===== src/rtl/id3_pkg.sv =====
// Package: shared types, codes and lookup functions of the ID3 tag frame extractor.
`default_nettype none

package id3_pkg;

   // Tag signature and the frame IDs of interest
   localparam logic [23:0] ID3_SIGNATURE = 24'h494433;
   localparam logic [31:0] ID_TITLE      = 32'h54495432;
   localparam logic [31:0] ID_YEAR       = 32'h54594552;
   localparam logic [31:0] ID_ALBUM      = 32'h54414C42;
   localparam logic [31:0] ID_ARTIST     = 32'h54504531;
   localparam logic [31:0] ID_BPM        = 32'h5442504D;

   localparam int unsigned SELECT_WIDTH  = 5;
   localparam logic [SELECT_WIDTH-1:0] SELECT_RESET = 5'h1F;

   // Header byte positions and frame header byte positions
   localparam logic [3:0] HDR_VERSION_MAJOR = 4'd3;
   localparam logic [3:0] HDR_VERSION_REV   = 4'd4;
   localparam logic [3:0] HDR_FLAGS         = 4'd5;
   localparam logic [3:0] HDR_LAST          = 4'd9;
   localparam logic [3:0] FHDR_ID_END       = 4'd4;
   localparam logic [3:0] FHDR_SIZE_END     = 4'd8;
   localparam logic [3:0] FHDR_LEN          = 4'd10;
   localparam logic [3:0] FHDR_IN_PAYLOAD   = 4'd11;
   localparam int unsigned EXT_HEADER_BIT   = 6;

   // Frame kinds
   typedef enum logic [2:0] {
      KIND_TITLE  = 3'd0,
      KIND_YEAR   = 3'd1,
      KIND_ALBUM  = 3'd2,
      KIND_ARTIST = 3'd3,
      KIND_BPM    = 3'd4,
      KIND_NONE   = 3'd5
   } kind_type;

   // Reported status
   typedef enum logic [1:0] {
      ST_PARSING = 2'd0,
      ST_NO_ID3  = 2'd1,
      ST_DONE    = 2'd2,
      ST_ERROR   = 2'd3
   } status_type;

   // Parser phases
   typedef enum logic [2:0] {
      PH_HEADER    = 3'd0,
      PH_FRAME_HDR = 3'd1,
      PH_PAYLOAD   = 3'd2,
      PH_NO_ID3    = 3'd3,
      PH_TAG_DONE  = 3'd4,
      PH_ERROR     = 3'd5
   } phase_type;

   // One result item
   typedef struct packed {
      logic [7:0]  out_byte;
      logic        out_valid;
      kind_type    frame_kind;
      logic        frame_end;
      logic [15:0] tag_version;
      status_type  status;
   } rsp_payload_type;

   // Expected signature byte at header position idx
   function automatic logic [7:0] sig_byte(input logic [1:0] idx);
      logic [7:0] b;
      case (idx)
         2'd0:    b = ID3_SIGNATURE[23:16];
         2'd1:    b = ID3_SIGNATURE[15:8];
         2'd2:    b = ID3_SIGNATURE[7:0];
         default: b = 8'h00;
      endcase
      return b;
   endfunction

   // Map a frame ID to its kind
   function automatic kind_type kind_of(input logic [31:0] id);
      kind_type k;
      if (id == ID_TITLE)       k = KIND_TITLE;
      else if (id == ID_YEAR)   k = KIND_YEAR;
      else if (id == ID_ALBUM)  k = KIND_ALBUM;
      else if (id == ID_ARTIST) k = KIND_ARTIST;
      else if (id == ID_BPM)    k = KIND_BPM;
      else                      k = KIND_NONE;
      return k;
   endfunction

endpackage

`default_nettype wire


===== src/rtl/id3_req_if.sv =====
// Interface: input byte channel with valid/ready handshake.
`default_nettype none

interface id3_req_if;
   logic       valid;
   logic       ready;
   logic [7:0] in_byte;
   logic       in_last;

   modport source (output valid, output in_byte, output in_last, input ready);
   modport sink   (input valid, input in_byte, input in_last, output ready);
endinterface

`default_nettype wire


===== src/rtl/id3_rsp_if.sv =====
// Interface: result channel with valid/ready handshake.
`default_nettype none

interface id3_rsp_if;
   logic        valid;
   logic        ready;
   logic [7:0]  out_byte;
   logic        out_valid;
   logic [2:0]  frame_kind;
   logic        frame_end;
   logic [15:0] tag_version;
   logic [1:0]  status;

   modport source (output valid, output out_byte, output out_valid, output frame_kind,
                   output frame_end, output tag_version, output status, input ready);
   modport sink   (input valid, input out_byte, input out_valid, input frame_kind,
                   input frame_end, input tag_version, input status, output ready);
endinterface

`default_nettype wire


===== src/rtl/id3_in_stage.sv =====
// Input register stage: captures one byte item and hands it to the parser.
`default_nettype none

module id3_in_stage
   import id3_pkg::*;
(
   input  wire logic  clock,
   input  wire logic  reset,
   id3_req_if.sink    req_chan,
   input  wire logic  take,
   output logic       held_valid,
   output logic [7:0] held_byte,
   output logic       held_last
);

   logic       valid_ff, valid_in;
   logic [7:0] byte_ff;
   logic       last_ff;
   logic       accept;

   // Accept while empty or while the held item moves on
   assign req_chan.ready = !valid_ff || take;
   assign accept         = req_chan.valid && req_chan.ready;

   always_comb begin
      valid_in = valid_ff;
      if (accept)    valid_in = 1'b1;
      else if (take) valid_in = 1'b0;
   end

   always_ff @(posedge clock) begin
      if (reset) valid_ff <= 1'b0;
      else       valid_ff <= valid_in;
   end

   // Hold payload until replaced
   always_ff @(posedge clock) begin
      if (accept) begin
         byte_ff <= req_chan.in_byte;
         last_ff <= req_chan.in_last;
      end
   end

   assign held_valid = valid_ff;
   assign held_byte  = byte_ff;
   assign held_last  = last_ff;

endmodule

`default_nettype wire


===== src/rtl/id3_parse_core.sv =====
// Parser core: tag and frame state with the update for one byte.
`default_nettype none

module id3_parse_core
   import id3_pkg::*;
(
   input  wire logic                    clock,
   input  wire logic                    reset,
   input  wire logic                    step_en,
   input  wire logic [7:0]              step_byte,
   input  wire logic                    step_last,
   input  wire logic [SELECT_WIDTH-1:0] frame_select,
   output rsp_payload_type              result
);

   phase_type   phase_ff, phase_in;
   logic [3:0]  hc_ff, hc_in;
   logic [27:0] tr_ff, tr_in;
   logic [3:0]  fhc_ff, fhc_in;
   logic [31:0] ident_ff, ident_in;
   logic [31:0] fr_ff, fr_in;
   logic [15:0] version_ff, version_in;
   logic [7:0]  flags_ff, flags_in;
   kind_type    k;
   logic [3:0]  fc_next;
   logic        first;

   // Next state and result for the byte in hand
   always_comb begin
      phase_in   = phase_ff;
      hc_in      = hc_ff;
      tr_in      = tr_ff;
      fhc_in     = fhc_ff;
      ident_in   = ident_ff;
      fr_in      = fr_ff;
      version_in = version_ff;
      flags_in   = flags_ff;
      k          = kind_of(ident_ff);
      fc_next    = fhc_ff + 4'd1;
      first      = (fhc_ff == FHDR_LEN);
      result     = '{out_byte: 8'h00, out_valid: 1'b0, frame_kind: KIND_NONE,
                     frame_end: 1'b0, tag_version: 16'h0000, status: ST_PARSING};

      case (phase_ff)
         PH_HEADER: begin
            // Signature, version, flags, then the synchsafe size
            if (hc_ff < HDR_VERSION_MAJOR) begin
               if (step_byte != sig_byte(hc_ff[1:0])) phase_in = PH_NO_ID3;
            end else if (hc_ff == HDR_VERSION_MAJOR) begin
               version_in = {step_byte, 8'h00};
            end else if (hc_ff == HDR_VERSION_REV) begin
               version_in = {version_ff[15:8], step_byte};
            end else if (hc_ff == HDR_FLAGS) begin
               flags_in = step_byte;
            end else begin
               tr_in = {tr_ff[20:0], step_byte[6:0]};
            end
            if (phase_in == PH_HEADER) begin
               if (hc_ff >= HDR_LAST) begin
                  if (flags_in[EXT_HEADER_BIT]) begin
                     phase_in = PH_ERROR;
                  end else if (tr_in == 28'd0) begin
                     phase_in = PH_TAG_DONE;
                  end else begin
                     phase_in = PH_FRAME_HDR;
                     fhc_in   = 4'd0;
                     ident_in = 32'd0;
                     fr_in    = 32'd0;
                  end
               end else begin
                  hc_in = hc_ff + 4'd1;
               end
            end
         end
         PH_FRAME_HDR: begin
            // Shift in ID and size, skip flag bytes
            tr_in = tr_ff - 28'd1;
            if (fhc_ff < FHDR_ID_END)        ident_in = {ident_ff[23:0], step_byte};
            else if (fhc_ff < FHDR_SIZE_END) fr_in    = {fr_ff[23:0], step_byte};
            fhc_in = fc_next;
            if (fc_next == FHDR_ID_END && ident_in == 32'd0) begin
               phase_in = PH_TAG_DONE;
            end else if (fc_next >= FHDR_LEN) begin
               if (fr_in == 32'd0) begin
                  if (tr_in == 28'd0) begin
                     phase_in = PH_TAG_DONE;
                  end else begin
                     phase_in = PH_FRAME_HDR;
                     fhc_in   = 4'd0;
                     ident_in = 32'd0;
                     fr_in    = 32'd0;
                  end
               end else if (tr_in == 28'd0) begin
                  phase_in = PH_ERROR;
               end else begin
                  phase_in = PH_PAYLOAD;
               end
            end else if (tr_in == 28'd0) begin
               phase_in = PH_ERROR;
            end
         end
         PH_PAYLOAD: begin
            // Emit payload bytes of selected frames after the encoding byte
            fhc_in = FHDR_IN_PAYLOAD;
            tr_in  = tr_ff - 28'd1;
            fr_in  = fr_ff - 32'd1;
            if (!first && k != KIND_NONE && frame_select[k]) begin
               result.out_byte   = step_byte;
               result.out_valid  = 1'b1;
               result.frame_kind = k;
               result.frame_end  = (fr_in == 32'd0);
            end
            if (fr_in == 32'd0) begin
               if (tr_in == 28'd0) begin
                  phase_in = PH_TAG_DONE;
               end else begin
                  phase_in = PH_FRAME_HDR;
                  fhc_in   = 4'd0;
                  ident_in = 32'd0;
                  fr_in    = 32'd0;
               end
            end else if (tr_in == 28'd0) begin
               phase_in = PH_ERROR;
            end
         end
         default: begin
         end
      endcase

      result.tag_version = version_in;
      case (phase_in)
         PH_NO_ID3:   result.status = ST_NO_ID3;
         PH_TAG_DONE: result.status = ST_DONE;
         PH_ERROR:    result.status = ST_ERROR;
         default:     result.status = step_last ? ST_ERROR : ST_PARSING;
      endcase

      // End of file: start over for the next file
      if (step_last) begin
         phase_in   = PH_HEADER;
         hc_in      = 4'd0;
         tr_in      = 28'd0;
         fhc_in     = 4'd0;
         ident_in   = 32'd0;
         fr_in      = 32'd0;
         version_in = 16'h0000;
         flags_in   = 8'h00;
      end
   end

   // Advance state on each byte taken
   always_ff @(posedge clock) begin
      if (reset) begin
         phase_ff   <= PH_HEADER;
         hc_ff      <= 4'd0;
         tr_ff      <= 28'd0;
         fhc_ff     <= 4'd0;
         ident_ff   <= 32'd0;
         fr_ff      <= 32'd0;
         version_ff <= 16'h0000;
         flags_ff   <= 8'h00;
      end else if (step_en) begin
         phase_ff   <= phase_in;
         hc_ff      <= hc_in;
         tr_ff      <= tr_in;
         fhc_ff     <= fhc_in;
         ident_ff   <= ident_in;
         fr_ff      <= fr_in;
         version_ff <= version_in;
         flags_ff   <= flags_in;
      end
   end

endmodule

`default_nettype wire


===== src/rtl/id3_out_stage.sv =====
// Result register stage: holds one result item until the receiver takes it.
`default_nettype none

module id3_out_stage
   import id3_pkg::*;
(
   input  wire logic             clock,
   input  wire logic             reset,
   input  wire logic             load,
   input  wire rsp_payload_type  load_data,
   output logic                  can_load,
   id3_rsp_if.source             rsp_chan
);

   logic            valid_ff, valid_in;
   rsp_payload_type data_ff;

   // Free when empty or when the held item leaves this cycle
   assign can_load = !valid_ff || rsp_chan.ready;

   always_comb begin
      valid_in = valid_ff;
      if (load)                valid_in = 1'b1;
      else if (rsp_chan.ready) valid_in = 1'b0;
   end

   always_ff @(posedge clock) begin
      if (reset) valid_ff <= 1'b0;
      else       valid_ff <= valid_in;
   end

   always_ff @(posedge clock) begin
      if (load) data_ff <= load_data;
   end

   // Drive the channel from the held item
   assign rsp_chan.valid       = valid_ff;
   assign rsp_chan.out_byte    = data_ff.out_byte;
   assign rsp_chan.out_valid   = data_ff.out_valid;
   assign rsp_chan.frame_kind  = data_ff.frame_kind;
   assign rsp_chan.frame_end   = data_ff.frame_end;
   assign rsp_chan.tag_version = data_ff.tag_version;
   assign rsp_chan.status      = data_ff.status;

endmodule

`default_nettype wire


===== src/rtl/id3_tag_frame_extractor_unit.sv =====
// Top level: ID3v2 tag parser that streams out payload bytes of selected text frames.
//
// Usage:
//  - req_chan carries the file one byte per item (in_byte) with in_last on its final byte.
//  - rsp_chan returns exactly one result item per input item: a payload byte with its
//    frame kind and end marker when a selected frame byte is seen, plus the tag version
//    and the parse status after that byte.
//  - csr_write_enable / csr_write_data load frame_select (one enable bit per kind:
//    title, year, album, artist, bpm); write it only while the block is idle.
//  - Path: an accepted item goes into the input register, then through one pass of parse
//    logic into the result register.
//  - Throughput: one item per cycle while rsp_chan.ready is high; the parse state updates
//    once per byte through counter and compare logic.
//  - Reset: frame_select returns to all kinds enabled, the parser waits for a signature,
//    both stages empty. After a byte with in_last the parser is ready for a new file.
//  - Stall: while rsp_chan.ready is low the result is held, one more item is held in
//    the input register, and req_chan.ready then drops until the result is taken.
`default_nettype none

module id3_tag_frame_extractor_unit
   import id3_pkg::*;
(
   input  wire logic                    clock,
   input  wire logic                    reset,
   id3_req_if.sink                      req_chan,
   id3_rsp_if.source                    rsp_chan,
   input  wire logic                    csr_write_enable,
   input  wire logic [SELECT_WIDTH-1:0] csr_write_data
);

   logic [SELECT_WIDTH-1:0] frame_select_ff;
   logic                    held_valid;
   logic [7:0]              held_byte;
   logic                    held_last;
   logic                    can_load;
   logic                    step_en;
   rsp_payload_type         step_result;

   // Frame select register
   always_ff @(posedge clock) begin
      if (reset)                 frame_select_ff <= SELECT_RESET;
      else if (csr_write_enable) frame_select_ff <= csr_write_data;
   end

   // Move the held item through the parser when the result register frees up
   assign step_en = held_valid && can_load;

   id3_in_stage u_in_stage (
      .clock      (clock),
      .reset      (reset),
      .req_chan   (req_chan),
      .take       (can_load),
      .held_valid (held_valid),
      .held_byte  (held_byte),
      .held_last  (held_last)
   );

   id3_parse_core u_parse_core (
      .clock        (clock),
      .reset        (reset),
      .step_en      (step_en),
      .step_byte    (held_byte),
      .step_last    (held_last),
      .frame_select (frame_select_ff),
      .result       (step_result)
   );

   id3_out_stage u_out_stage (
      .clock     (clock),
      .reset     (reset),
      .load      (step_en),
      .load_data (step_result),
      .can_load  (can_load),
      .rsp_chan  (rsp_chan)
   );

   // A parsed item always lands in the result register
   a_step_lands: assert property (@(posedge clock) disable iff (reset)
      step_en |=> rsp_chan.valid)
      else $error("parsed item did not reach the result register");

   // A full input register with a stalled output must block new items
   a_block_when_full: assert property (@(posedge clock) disable iff (reset)
      (held_valid && !can_load) |-> !req_chan.ready)
      else $error("input accepted while both stages are full");

   // A result without payload carries no kind and no frame end
   a_no_payload_clean: assert property (@(posedge clock) disable iff (reset)
      (rsp_chan.valid && !rsp_chan.out_valid) |->
      (rsp_chan.frame_kind == KIND_NONE && !rsp_chan.frame_end && rsp_chan.out_byte == 8'h00))
      else $error("idle result carries payload fields");

   // A payload byte carries a frame kind
   a_payload_selected: assert property (@(posedge clock) disable iff (reset)
      (rsp_chan.valid && rsp_chan.out_valid) |->
      (rsp_chan.frame_kind != KIND_NONE))
      else $error("payload byte with no frame kind");

endmodule

`default_nettype wire


===== src/flat_wrapper.sv =====
// flat-port wrapper written by rule: the top's interface ports become plain ports
module id3_tag_frame_extractor_unit_flat import id3_pkg::*;
  (clock, reset, csr_write_enable, csr_write_data, req_chan_valid, req_chan_in_byte, req_chan_in_last, req_chan_ready, rsp_chan_valid, rsp_chan_out_byte, rsp_chan_out_valid, rsp_chan_frame_kind, rsp_chan_frame_end, rsp_chan_tag_version, rsp_chan_status, rsp_chan_ready);
  id3_req_if req_chan_i ();
  id3_rsp_if rsp_chan_i ();
  input  wire logic clock;
  input  wire logic reset;
  input  wire logic csr_write_enable;
  input  wire logic [SELECT_WIDTH-1:0] csr_write_data;
  input wire logic [$bits(req_chan_i.valid)-1:0] req_chan_valid;
  input wire logic [$bits(req_chan_i.in_byte)-1:0] req_chan_in_byte;
  input wire logic [$bits(req_chan_i.in_last)-1:0] req_chan_in_last;
  output wire logic [$bits(req_chan_i.ready)-1:0] req_chan_ready;
  output wire logic [$bits(rsp_chan_i.valid)-1:0] rsp_chan_valid;
  output wire logic [$bits(rsp_chan_i.out_byte)-1:0] rsp_chan_out_byte;
  output wire logic [$bits(rsp_chan_i.out_valid)-1:0] rsp_chan_out_valid;
  output wire logic [$bits(rsp_chan_i.frame_kind)-1:0] rsp_chan_frame_kind;
  output wire logic [$bits(rsp_chan_i.frame_end)-1:0] rsp_chan_frame_end;
  output wire logic [$bits(rsp_chan_i.tag_version)-1:0] rsp_chan_tag_version;
  output wire logic [$bits(rsp_chan_i.status)-1:0] rsp_chan_status;
  input wire logic [$bits(rsp_chan_i.ready)-1:0] rsp_chan_ready;
  assign req_chan_i.valid = req_chan_valid;
  assign req_chan_i.in_byte = req_chan_in_byte;
  assign req_chan_i.in_last = req_chan_in_last;
  assign req_chan_ready = req_chan_i.ready;
  assign rsp_chan_valid = rsp_chan_i.valid;
  assign rsp_chan_out_byte = rsp_chan_i.out_byte;
  assign rsp_chan_out_valid = rsp_chan_i.out_valid;
  assign rsp_chan_frame_kind = rsp_chan_i.frame_kind;
  assign rsp_chan_frame_end = rsp_chan_i.frame_end;
  assign rsp_chan_tag_version = rsp_chan_i.tag_version;
  assign rsp_chan_status = rsp_chan_i.status;
  assign rsp_chan_i.ready = rsp_chan_ready;
  id3_tag_frame_extractor_unit u_core (.clock(clock), .reset(reset), .req_chan(req_chan_i), .rsp_chan(rsp_chan_i), .csr_write_enable(csr_write_enable), .csr_write_data(csr_write_data));
endmodule

===== config.mk =====
export PLATFORM = sky130hd
export DESIGN_NAME = id3_tag_frame_extractor_unit_flat
export DESIGN_NICKNAME = d
export VERILOG_FILES = /design/src/rtl/id3_pkg.sv /design/src/rtl/id3_req_if.sv /design/src/rtl/id3_rsp_if.sv /design/src/rtl/id3_in_stage.sv /design/src/rtl/id3_parse_core.sv /design/src/rtl/id3_out_stage.sv /design/src/rtl/id3_tag_frame_extractor_unit.sv /design/src/flat_wrapper.sv
export SDC_FILE = /design/constraint.sdc
export NUM_CORES = 1
export LEC_CHECK = 0
export ABC_AREA = 1
export BUFFER_PORTS_ARGS = -buffer_cell sky130_fd_sc_hd__buf_2
export CORE_MARGIN = 1
export CORE_UTILIZATION = 60
export DETAILED_ROUTE_END_ITERATION = 10
export PLACE_DENSITY = 0.78
export SETUP_SLACK_MARGIN = 0.3
export SYNTH_ARGS = -nofsm -noshare
export SYNTH_HDL_FRONTEND = slang
export SYNTH_SLANG_ARGS = --single-unit

===== constraint.sdc =====
create_clock -name clock -period 3.7 [get_ports clock]
set_clock_uncertainty 0.15 [all_clocks]
set_input_delay 0.925 -clock clock [delete_from_list [all_inputs] [get_ports clock]]
set_output_delay 0.925 -clock clock [all_outputs]
set_load 0.005 [all_outputs]

==> flow_summary.json <==
{
  "hold_viol": 0,
  "worst_pin_slew_ps": 880,
  "fillers": 1625,
  "critPathMostFrequentCell": "nand3_1",
  "drv_slew": 0,
  "crit_required_ps": 3730,
  "netlist_area_um2": 11400,
  "instances_no_fill": 2062,
  "overflow": 0,
  "grt_max_degree": 57,
  "area_delta_synth_final_pct": 11.0,
  "crit_fanout": 6,
  "hpwl_um": 25300,
  "drt-total-wl_um": 35400,
  "drive_gt1_frac": 0.142,
  "maxCapViolations": 0,
  "drtIter0Drc": 1284,
  "routabilityCongestion": 1.02,
  "irDropWorstVdd_mv": 0.313,
  "clock_sinks": 167,
  "clock_path_buffers": 2,
  "start_util": 0.621,
  "fin_util": 0.690,
  "path_cells": "nor2_2, nand2_2, nor2_4, buf_4, buf_4, nand4_1, nand2_1, nor4_2, nand4_1, ha_1, o211ai_1, nand2_1, inv_1, nand3_1, nand3_1, nand3_1",
  "die_area_um2": 19500,
  "ys.flop_type": "dfxtp_1",
  "r2r-start": "u_core.u_parse_core.tr_ff[2]",
  "row_count": 49,
  "finalNetCount": 1851,
  "viasPerCell": 5.93,
  "critPathSlowestCell": "dfxtp_1",
  "wl_per_cell_um": 17.2,
  "grt_pass1_vias": 11200,
  "crit_start": "u_core.u_parse_core.tr_ff[2]",
  "leakage_nw": 5.76,
  "synth.distinct_cells": 43,
  "grt_setup_unrepaired": "true",
  "num_io_pins": 52,
  "clkTransAtPathRegs_ps": 70,
  "yosysWarnings": 0,
  "hold_class": "register to register",
  "powerDensity_nw_per_um2": 355,
  "layout_commonest_cell": "nand2_1",
  "finalSetupTns_ps": 0,
  "final_cell_mix": "569 x nand2_1, 190 x nor2_1, 152 x inv_1",
  "ys_ff_latch": 167,
  "placedCellCount": 2017,
  "synthArstFlopShare": 0,
  "criticalPathCategory": "register to register",
  "setup_viol": 0,
  "grt.total_usage": 0.362,
  "netlist_instances": 1784,
  "fin_crit_sh": 0.867,
  "syn_area_per_cell_um2": 6.36,
  "die_w_um": 140,
  "arrival_ps": 3230,
  "root_buffer": "clkbuf_16",
  "cts_max_level": 4,
  "drc_errors": 0,
  "die_y_um": 140,
  "cts_buffers": 17,
  "cp.buffers_inverters": 3,
  "cts_tree": "built",
  "via_count": 12200,
  "drtAntennaViolNets": 0,
  "fmax_mhz": 312,
  "synth_edf_count": 40,
  "insertion_delay_ps": 440,
  "slowest_delay_ps": 490,
  "drt_pass1_iterations": 6,
  "max_slew_margin": 0.413,
  "min_period_ps": 3210,
  "hold_start": "u_core.frame_select_ff[2]",
  "outcome": "completed",
  "crit_path_end_kind": "register",
  "syn_nets": 1816,
  "numPortBuffers": 51,
  "critPathTopFamily": "simple AND/OR/NAND/NOR gates",
  "grt_first_pass_wirelength_um": 56400,
  "cp-start-kind": "register",
  "antenna_found_initial": 1,
  "yosysSeqAreaShare": 0.330,
  "coreArea_um2": 18300
}
layer usage:
metal / routed length [µm] / global-route usage / vias up
met2: 16600 / 0.609 / 582
met3: 2860 / 0.0523 / 129
met1: 14300 / 0.458 / 5565
met4: 1630 / 0.174 / 0
met5: 0 / 0 / -
li1: - / - / 5960
where the power goes:
group          leakage [nW]  internal (mW)  switching (mW)  total [mW]
clock network         0.290           1.03           0.860        1.89
registers              1.40           1.90          0.0406        1.94
logic                  4.07          0.189           0.457       0.646
path summary, 6_finish.rpt:
| kind | end | slack [ps] | cells after the start |
|---|---|---|---|
| max | u_core.u_out_stage.rsp_chan.status[0] | 490 | 16 |
| min reg2reg | u_core.frame_select_ff[2] | 310 | 2 |
| min | u_core.frame_select_ff[2] | 310 | 2 |
| max reg2reg | u_core.u_out_stage.rsp_chan.status[0] | 490 | 16 |
cell usage after synthesis (11+ instances only):
library cell,n,area share
a21oi_1,98,0.043
a21oi_2,30,0.023
buf_2,17,0.0075
buf_6,11,0.011
clkbuf_1,37,0.012
dfxtp_1,127,0.22
edfxtp_1,40,0.11
ha_1,13,0.014
inv_1,155,0.051
nand2_1,572,0.19
nand2_2,37,0.020
nand3_1,108,0.048
nand4_1,41,0.023
nor2_1,197,0.065
nor2_2,19,0.010
nor3_1,12,0.0053
nor4_1,17,0.0094
o211ai_1,31,0.020
o21ai_0,112,0.049
o21ai_1,28,0.012
o22ai_1,16,0.0088
worst register-to-register path: cells and delay by family, from the launching register on:
| family | cells | cell delay [ps] |
|---|---|---|
| and+or+nand+nor | 11 | 1480 |
| AOI/OAI and AO/OA | 1 | 190 |
| buffers and inverters | 3 | 330 |
| DFF | 1 | 490 |
| adders and majority gates | 1 | 330 |
logic make-up (layout without fill, tap and decap cells):
family / after synthesis / in the layout / synth area share
DFF: 167 / 167 / 0.330
and+or+nand+nor: 1023 / 1025 / 0.388
adders and majority gates: 13 / 13 / 0.0143
xor gates and xnor gates: 9 / 9 / 0.00694
other: 0 / 1 / 0
buffers and inverters: 239 / 285 / 0.0896
AOI/OAI and AO/OA: 332 / 332 / 0.170
muxes: 1 / 1 / 0.000882
metrics by stage:
step	setup slack, ps	hold WS (ps)	power, mW	instance area (µm²)
final	493	310	4.48	12600
after global routing	268	332	4.63	12600
after CTS	326	309	4.44	12400
after detailed placement	226	292	2.58	11700
after global placement	358	293	2.57	11700
after floorplan	725	274	2.40	11400
flip-flops by register name, summed over array words and instances (netlist names), 3 cells and up:
signal	flops
u_core.u_parse_core.fr_ff	32
u_core.u_parse_core.phase_ff	3
u_core.u_parse_core.version_ff	16
u_core.u_parse_core.fhc_ff	4
u_core.u_parse_core.hc_ff	4
u_core.u_out_stage.rsp_chan.tag_version	16
u_core.u_out_stage.rsp_chan.out_byte	8
u_core.u_out_stage.rsp_chan.frame_kind	3
u_core.frame_select_ff	5
u_core.u_parse_core.tr_ff	28
u_core.u_parse_core.ident_ff	32
u_core.u_in_stage.held_byte	8
repair_timing:
item                                    CTS  global route
gates cloned                              1             2
endpoints found under the setup margin   33            70
hold buffers                              0             0
pin swaps                                 0             7
gates resized for setup                   1            41
buffers inserted                          0             9
layout make-up:
cell class / instances / area (µm²) / area share
multi-input combinational: 1380 / 6720 / 0.533
sequential: 167 / 3750 / 0.298
inverter: 165 / 624 / 0.0495
timing repair buffer: 88 / 607 / 0.0481
clock buffer: 18 / 429 / 0.0340
tap: 229 / 287 / 0.0227
clock inverter: 14 / 181 / 0.0144
antenna: 1 / 2.50 / 0.000199
(Power assumes the default switching activity.)
